==> config.mk <==
export PLATFORM = sky130hd
export DESIGN_NAME = prime_sum_up_to_limit
export DESIGN_NICKNAME = d
export VERILOG_FILES = /design/src/hw/rtl/psum_pkg.sv /design/src/hw/rtl/prime_sum_up_to_limit.sv
export VERILOG_INCLUDE_DIRS = /design/src /design/src/hw/rtl
export SDC_FILE = /design/constraint.sdc
export NUM_CORES = 1
export LEC_CHECK = 0
export BUFFER_PORTS_ARGS = -buffer_cell sky130_fd_sc_hd__buf_4
export CAP_MARGIN = 10
export CORE_ASPECT_RATIO = 1.25
export CORE_MARGIN = 2
export CORE_UTILIZATION = 35
export DETAILED_ROUTE_END_ITERATION = 7
export GPL_TIMING_DRIVEN = 0
export HOLD_SLACK_MARGIN = 0.08
export SLEW_MARGIN = 25
export SYNTH_ARGS = -nofsm -noshare
export SYNTH_HDL_FRONTEND = slang
export SYNTH_SLANG_ARGS = --single-unit
==> constraint.sdc <==
create_clock -name clk -period 3.05 [get_ports clk]
set_input_delay 0.61 -clock clk [delete_from_list [all_inputs] [get_ports clk]]
set_output_delay 0.61 -clock clk [all_outputs]
set_load 0.03 [all_outputs]
==> src/hw/rtl/assert_macros.svh <==
// Assertion macros shared by the RTL files.
// Bodies compile away when SYNTH is defined.
`ifndef ASSERT_MACROS_SVH
`define ASSERT_MACROS_SVH
`ifndef SYNTH
`define ASSERT_IMPL(lbl, clk, rst, ante, cons) \
  lbl: assert property (@(posedge clk) disable iff (rst) (ante) |-> (cons)) \
    else $error("assertion failed");
`define ASSERT_NEXT(lbl, clk, rst, ante, cons) \
  lbl: assert property (@(posedge clk) disable iff (rst) (ante) |=> (cons)) \
    else $error("assertion failed");
`else
`define ASSERT_IMPL(lbl, clk, rst, ante, cons)
`define ASSERT_NEXT(lbl, clk, rst, ante, cons)
`endif
`endif

==> src/hw/rtl/psum_pkg.sv <==
// Package for the prime sum block: microcode word types, step indexes,
// and the control store contents. No dependencies.
`timescale 1ns / 1ps
package psum_pkg;

  localparam int unsigned SUM_BITS    = 21;
  localparam int unsigned FIRST_PRIME = 2;
  localparam int unsigned STEP_BITS   = 4;

  localparam logic [SUM_BITS-1:0] SUM_MAX = '1;

  typedef logic [STEP_BITS-1:0] step_t;

  typedef enum logic [2:0] {
    OP_NONE,
    OP_EMIT,
    OP_LOAD,
    OP_INITD,
    OP_DIVINIT,
    OP_DIVSTEP,
    OP_NEXTD,
    OP_ADD
  } uop_t;

  typedef enum logic [2:0] {
    C_NEVER,
    C_ALWAYS,
    C_NO_IN,
    C_N_GT_LIM,
    C_SQ_GT_N,
    C_CNT_NZ,
    C_REM_Z,
    C_OUT_STALL
  } ucond_t;

  typedef struct packed {
    uop_t   op;
    ucond_t cond;
    logic   inc_n;
    step_t  target;
  } ucode_t;

  localparam step_t S_OUT     = step_t'(0);
  localparam step_t S_IDLE    = step_t'(1);
  localparam step_t S_TESTN   = step_t'(2);
  localparam step_t S_INITD   = step_t'(3);
  localparam step_t S_TESTD   = step_t'(4);
  localparam step_t S_DIVINIT = step_t'(5);
  localparam step_t S_DIVSTEP = step_t'(6);
  localparam step_t S_CHECK   = step_t'(7);
  localparam step_t S_NEXTD   = step_t'(8);
  localparam step_t S_PRIME   = step_t'(9);
  localparam step_t S_NEXTN   = step_t'(10);

  // Branch taken: go to target, else fall through to the next step.
  function automatic ucode_t ucode_rom(step_t s);
    ucode_t w;
    case (s)
      S_OUT:     w = '{OP_EMIT,    C_OUT_STALL, 1'b0, S_OUT};
      S_IDLE:    w = '{OP_LOAD,    C_NO_IN,     1'b0, S_IDLE};
      S_TESTN:   w = '{OP_NONE,    C_N_GT_LIM,  1'b0, S_OUT};
      S_INITD:   w = '{OP_INITD,   C_NEVER,     1'b0, S_IDLE};
      S_TESTD:   w = '{OP_NONE,    C_SQ_GT_N,   1'b0, S_PRIME};
      S_DIVINIT: w = '{OP_DIVINIT, C_NEVER,     1'b0, S_IDLE};
      S_DIVSTEP: w = '{OP_DIVSTEP, C_CNT_NZ,    1'b0, S_DIVSTEP};
      S_CHECK:   w = '{OP_NONE,    C_REM_Z,     1'b0, S_NEXTN};
      S_NEXTD:   w = '{OP_NEXTD,   C_ALWAYS,    1'b0, S_TESTD};
      S_PRIME:   w = '{OP_ADD,     C_NEVER,     1'b0, S_IDLE};
      S_NEXTN:   w = '{OP_NONE,    C_ALWAYS,    1'b1, S_TESTN};
      default:   w = '{OP_NONE,    C_ALWAYS,    1'b0, S_IDLE};
    endcase
    return w;
  endfunction

endpackage

==> src/hw/rtl/prime_sum_up_to_limit.sv <==
// Prime sum up to a limit: microcoded trial-division sequencer.
// Each candidate n is tried against trial divisors d while d*d <= n; each trial
// runs the one-bit-per-cycle remainder unit.
// Throughput: one word at a time; next word taken once the result is taken.
// Reset (rst, synchronous, active high) returns the sequencer to idle, no
// result pending. Uses psum_pkg and assert_macros.svh.
`timescale 1ns / 1ps
`include "assert_macros.svh"
module prime_sum_up_to_limit #(
  parameter int unsigned LIMIT_BITS = 12
) (
  input  logic                           clk,
  input  logic                           rst,
  input  logic                           in_valid,
  output logic                           in_stall,
  input  logic [LIMIT_BITS-1:0]          limit,
  output logic                           out_valid,
  input  logic                           out_stall,
  output logic [psum_pkg::SUM_BITS-1:0]  prime_sum
);
  import psum_pkg::*;

  localparam int unsigned NW  = LIMIT_BITS + 1;
  localparam int unsigned SQW = NW + 1;
  localparam int unsigned CW  = $clog2(NW);
  localparam int unsigned SW  = SUM_BITS + 1;

  step_t  pc, pc_next;
  ucode_t uw;
  logic   take;

  logic [LIMIT_BITS-1:0] lim, lim_next;
  logic [NW-1:0]         n, n_next;
  logic [NW-1:0]         d, d_next;
  logic [SQW-1:0]        sq, sq_next;
  logic [NW-1:0]         r, r_next;
  logic [NW-1:0]         qsh, qsh_next;
  logic [CW-1:0]         cnt, cnt_next;
  logic [SUM_BITS-1:0]   total, total_next;

  logic [NW:0] rs;
  logic [SW-1:0] sum;

  assign uw        = ucode_rom(pc);
  assign in_stall  = (pc != S_IDLE);
  assign out_valid = (uw.op == OP_EMIT);
  assign prime_sum = total;

  assign rs  = {r, qsh[NW-1]};
  assign sum = SW'(total) + SW'(n);

  always_comb begin
    case (uw.cond)
      C_NEVER:     take = 1'b0;
      C_ALWAYS:    take = 1'b1;
      C_NO_IN:     take = !in_valid;
      C_N_GT_LIM:  take = (n > NW'(lim));
      C_SQ_GT_N:   take = (sq > SQW'(n));
      C_CNT_NZ:    take = (cnt != '0);
      C_REM_Z:     take = (r == '0);
      C_OUT_STALL: take = out_stall;
      default:     take = 1'b0;
    endcase
    pc_next = take ? uw.target : step_t'(pc + 1'b1);
  end

  always_comb begin
    lim_next   = lim;
    n_next     = uw.inc_n ? NW'(n + 1'b1) : n;
    d_next     = d;
    sq_next    = sq;
    r_next     = r;
    qsh_next   = qsh;
    cnt_next   = cnt;
    total_next = total;
    case (uw.op)
      OP_LOAD: begin
        if (in_valid) begin
          lim_next   = limit;
          n_next     = NW'(FIRST_PRIME);
          total_next = '0;
        end
      end
      OP_INITD: begin
        d_next  = NW'(FIRST_PRIME);
        sq_next = SQW'(FIRST_PRIME * FIRST_PRIME);
      end
      OP_DIVINIT: begin
        r_next   = '0;
        qsh_next = n;
        cnt_next = CW'(NW - 1);
      end
      OP_DIVSTEP: begin
        if (rs >= {1'b0, d}) begin
          r_next = NW'(rs - {1'b0, d});
        end else begin
          r_next = rs[NW-1:0];
        end
        qsh_next = {qsh[NW-2:0], 1'b0};
        cnt_next = CW'(cnt - 1'b1);
      end
      OP_NEXTD: begin
        sq_next = SQW'(sq + {d, 1'b1});
        d_next  = NW'(d + 1'b1);
      end
      OP_ADD: begin
        total_next = (sum > SW'(SUM_MAX)) ? SUM_MAX : sum[SUM_BITS-1:0];
      end
      default: begin
      end
    endcase
  end

  always_ff @(posedge clk) begin
    if (rst) begin
      pc <= S_IDLE;
    end else begin
      pc <= pc_next;
    end
  end

  always_ff @(posedge clk) begin
    lim   <= lim_next;
    n     <= n_next;
    d     <= d_next;
    sq    <= sq_next;
    r     <= r_next;
    qsh   <= qsh_next;
    cnt   <= cnt_next;
    total <= total_next;
  end

  `ASSERT_IMPL(a_no_overlap, clk, rst, out_valid, in_stall)
  `ASSERT_NEXT(a_load_init, clk, rst, in_valid && !in_stall, total == '0 && pc == S_TESTN)
  `ASSERT_IMPL(a_rem_range, clk, rst, pc == S_CHECK, r < d)
  `ASSERT_IMPL(a_div_range, clk, rst, pc == S_TESTD, d >= NW'(FIRST_PRIME) && d <= n)

endmodule

==> metrics.md <==
| Metric | Value |
|---|---|
| Total of max-cap violations | 0 |
| DR DRC count | 0 |
| Fin area | 9110 um^2 |
| Layout cells sized above 1 | 19.9% |
| Max Root-Sink Buffers | 2 |
| CTS buffer count | 17 |
| H-tree depth | 4 |
| I/O pin cnt | 39 |
| Post-route ant nets | 0 |
| Worst skew pair latency | 0.43 ns |
| First-pass GRT wire length | 27,000 um |
| Period utilization | 96.7% |
| First-pass DRT Iterations | 4 |
| Commonest non-fill, non-tap cell in the layout | edfxtp_1 |
| Vias in the first global route | 5,527 |
| RSZ-0062 raised after global routing | yes |
| # port buffers | 38 |
| Power Dens Cells | 925 nW/um^2 |
| Fin. max-slew vios | 0 |
| Placed Cells | 1,047 |
| Ys flop type | edfxtp_1 |
| Post-synthesis sequential area ratio | 43.6% |
| WP data required | 3.40 ns |
| Setup crit end kind | flip-flop |
| CP Max Fanout | 4 |
| Status | completed |
| Initial Util | 35.8% |
| Tmin final | 2.95 ns |
| Wirelength per Cell | 15.7 um |
| Net count after synthesis | 828 |
| Pleak | 0.00368 uW |
| Tot GR Track Use | 15.5% |
| Non-Filler Instances | 1,104 |
| Synth warn | 0 |
| ANT cells | 0 |
| Most frequent cells in the layout | edfxtp_1, nor2_1, ha_1, buf_4, inv_1 |
| Clock Skew | 0.0102 ns |
| Die Width | 135 um |
| Fin Hold WS | 0.359 ns |
| Largest net degree at the start of global routing | 28 |
| Ys async rst share | 0% |
| Synth unique cells | 64 |
| Global placer's final weighted congestion | 0.834 |
| # setup viols final | 0 |
| Vias | 5,604 |
| Initial antenna violation count | 0 |
| Rel. slew slack | 34.1% |
| HPWL Detailed | 12,700 um |
| Clk root buf | clkbuf_16 |
| Initial DRC Count | 181 |
| EDFF count, synth | 90 |
| TNS Setup | 0 ns |
| Die ar. | 22,600 um^2 |
| Total gr overflow | 0 |
| Die H | 167 um |
| Peak VDD IR | 0.436 mV |
| NumNets Final | 912 |
| Row count | 59 |
| Clock Sinks | 118 |
| Total Wirelength | 17,300 um |
| Fin. Hold Viols | 0 |
| Setup crit start kind | flip-flop |
| CTS Hold Bufs | 0 |
| Max Clock Freq | 0.339 GHz |
| Slew @ Worst Pin | 0.988 ns |
| Critical path arrival | 3.30 ns |
| CP Class | reg -> reg |
| Synthesized area | 7480 um^2 |
| CTS tree | done |
| P&R area growth vs syn | 21.9% |
| Worst slack, placed | -0.559 ns |
| Post-synthesis sequential element count | 118 |
| Reg clk slew, reported paths | 0.06 ns |
| Final worst slack | 0.101 ns |
| Core Area | 20,900 um^2 |
| Vias/cell | 5.08 |
| Hold WC Path Type | in -> reg |
| Syn avg cell area | 10.2 um^2 |
| Cells after Synth | 734 |
| Post-DP Area | 8150 um^2 |
[layer usage]
layer  up-vias  wire [um]  GRT usage [%]
li1       2826          -              -
met1      2667       7000           16.4
met2        84       9310           29.1
met3        27        573           3.42
met4         0        417           6.32
met5         -          0              0
[path summary, 6_finish.rpt]
check,depth (start not counted),endpoint,startpoint,slack (ns)
setup / recovery,13,uw[6],sq[4],0.10
setup reg to reg,13,uw[6],sq[4],0.10
hold reg to reg,2,n[10],n[10],0.54
hold / removal,1,lim[3],limit[3],0.36
[critical path, stage by stage (launching register included)]
cell,delay (ns)
edfxtp_1,0.39
ha_1,0.32
and3_4,0.19
and4_1,0.24
a2111oi_4,0.42
o31ai_4,0.16
nand3_4,0.14
buf_4,0.11
nand2_1,0.09
a21oi_4,0.25
buf_4,0.18
ha_1,0.14
nand2_1,0.06
a21oi_2,0.17
[registers in the layout (all words and copies together), names as in the netlist]
| signal | count |
|---|---|
| uw | 11 |
| sq | 14 |
| n | 13 |
| r | 13 |
| pc | 4 |
| qsh | 13 |
| cnt | 4 |
| d | 13 |
| lim | 12 |
| prime_sum | 21 |
[cell type report]
class	count	area [um^2]
Buffer	16	81.3
Clock buffer	18	429
Clock inverter	13	91.3
Fill cell	2013	11800
Inverter	59	221
Multi-Input combinational cell	541	4130
Sequential cell	118	3300
Tap cell	274	343
Timing Repair Buffer	65	512
[cell families (layout without fill, tap and decap cells)]
kind of cell / Yosys count / after routing / share of synthesized area [%]
buffers and inverters: 75 / 171 / 3.87
AO/OA/AOI/OAI: 140 / 140 / 12.3
multiplexers: 29 / 29 / 4.10
adder cells (fa/ha/maj): 78 / 78 / 13.4
AND/OR/NAND/NOR: 233 / 233 / 15.6
flip-flops: 118 / 118 / 43.6
XOR/XNOR: 61 / 61 / 7.15
[cell usage after synthesis, types with 16 or more instances]
master	number	area, um^2
dfxtp_1	28	561
nand3_1	16	80.1
ha_1	75	938
a21oi_1	51	255
nor3_1	18	90.1
xnor2_1	44	385
inv_1	59	221
xor2_1	17	149
nand2_1	34	128
nor2_1	80	300
edfxtp_1	90	2700
o21ai_0	22	110
mux2i_1	16	160
[metrics by stage]
step	util (%)	power (uW)
floorplan	-	5350
CTS	42.5	8290
detailed placement	39.0	6260
finish	43.6	8420
global placement	38.8	6200
global route	43.6	9000
[power by group]
group	internal, uW	leakage [uW]	switching (uW)
sequential	2260	0.00108	375
combinational	1740	0.00234	2230
clock	1090	0.000259	721
total	5100	0.00368	3330
[what timing repair did]
item                       4_1_cts  5_1_grt
setup endpoints to repair       38       42
setup buffers                   11       15
pin swaps                        7        8
gates cloned                     0        0
gates resized for setup         28       35
No activity file was read; power rests on OpenSTA's default activity.
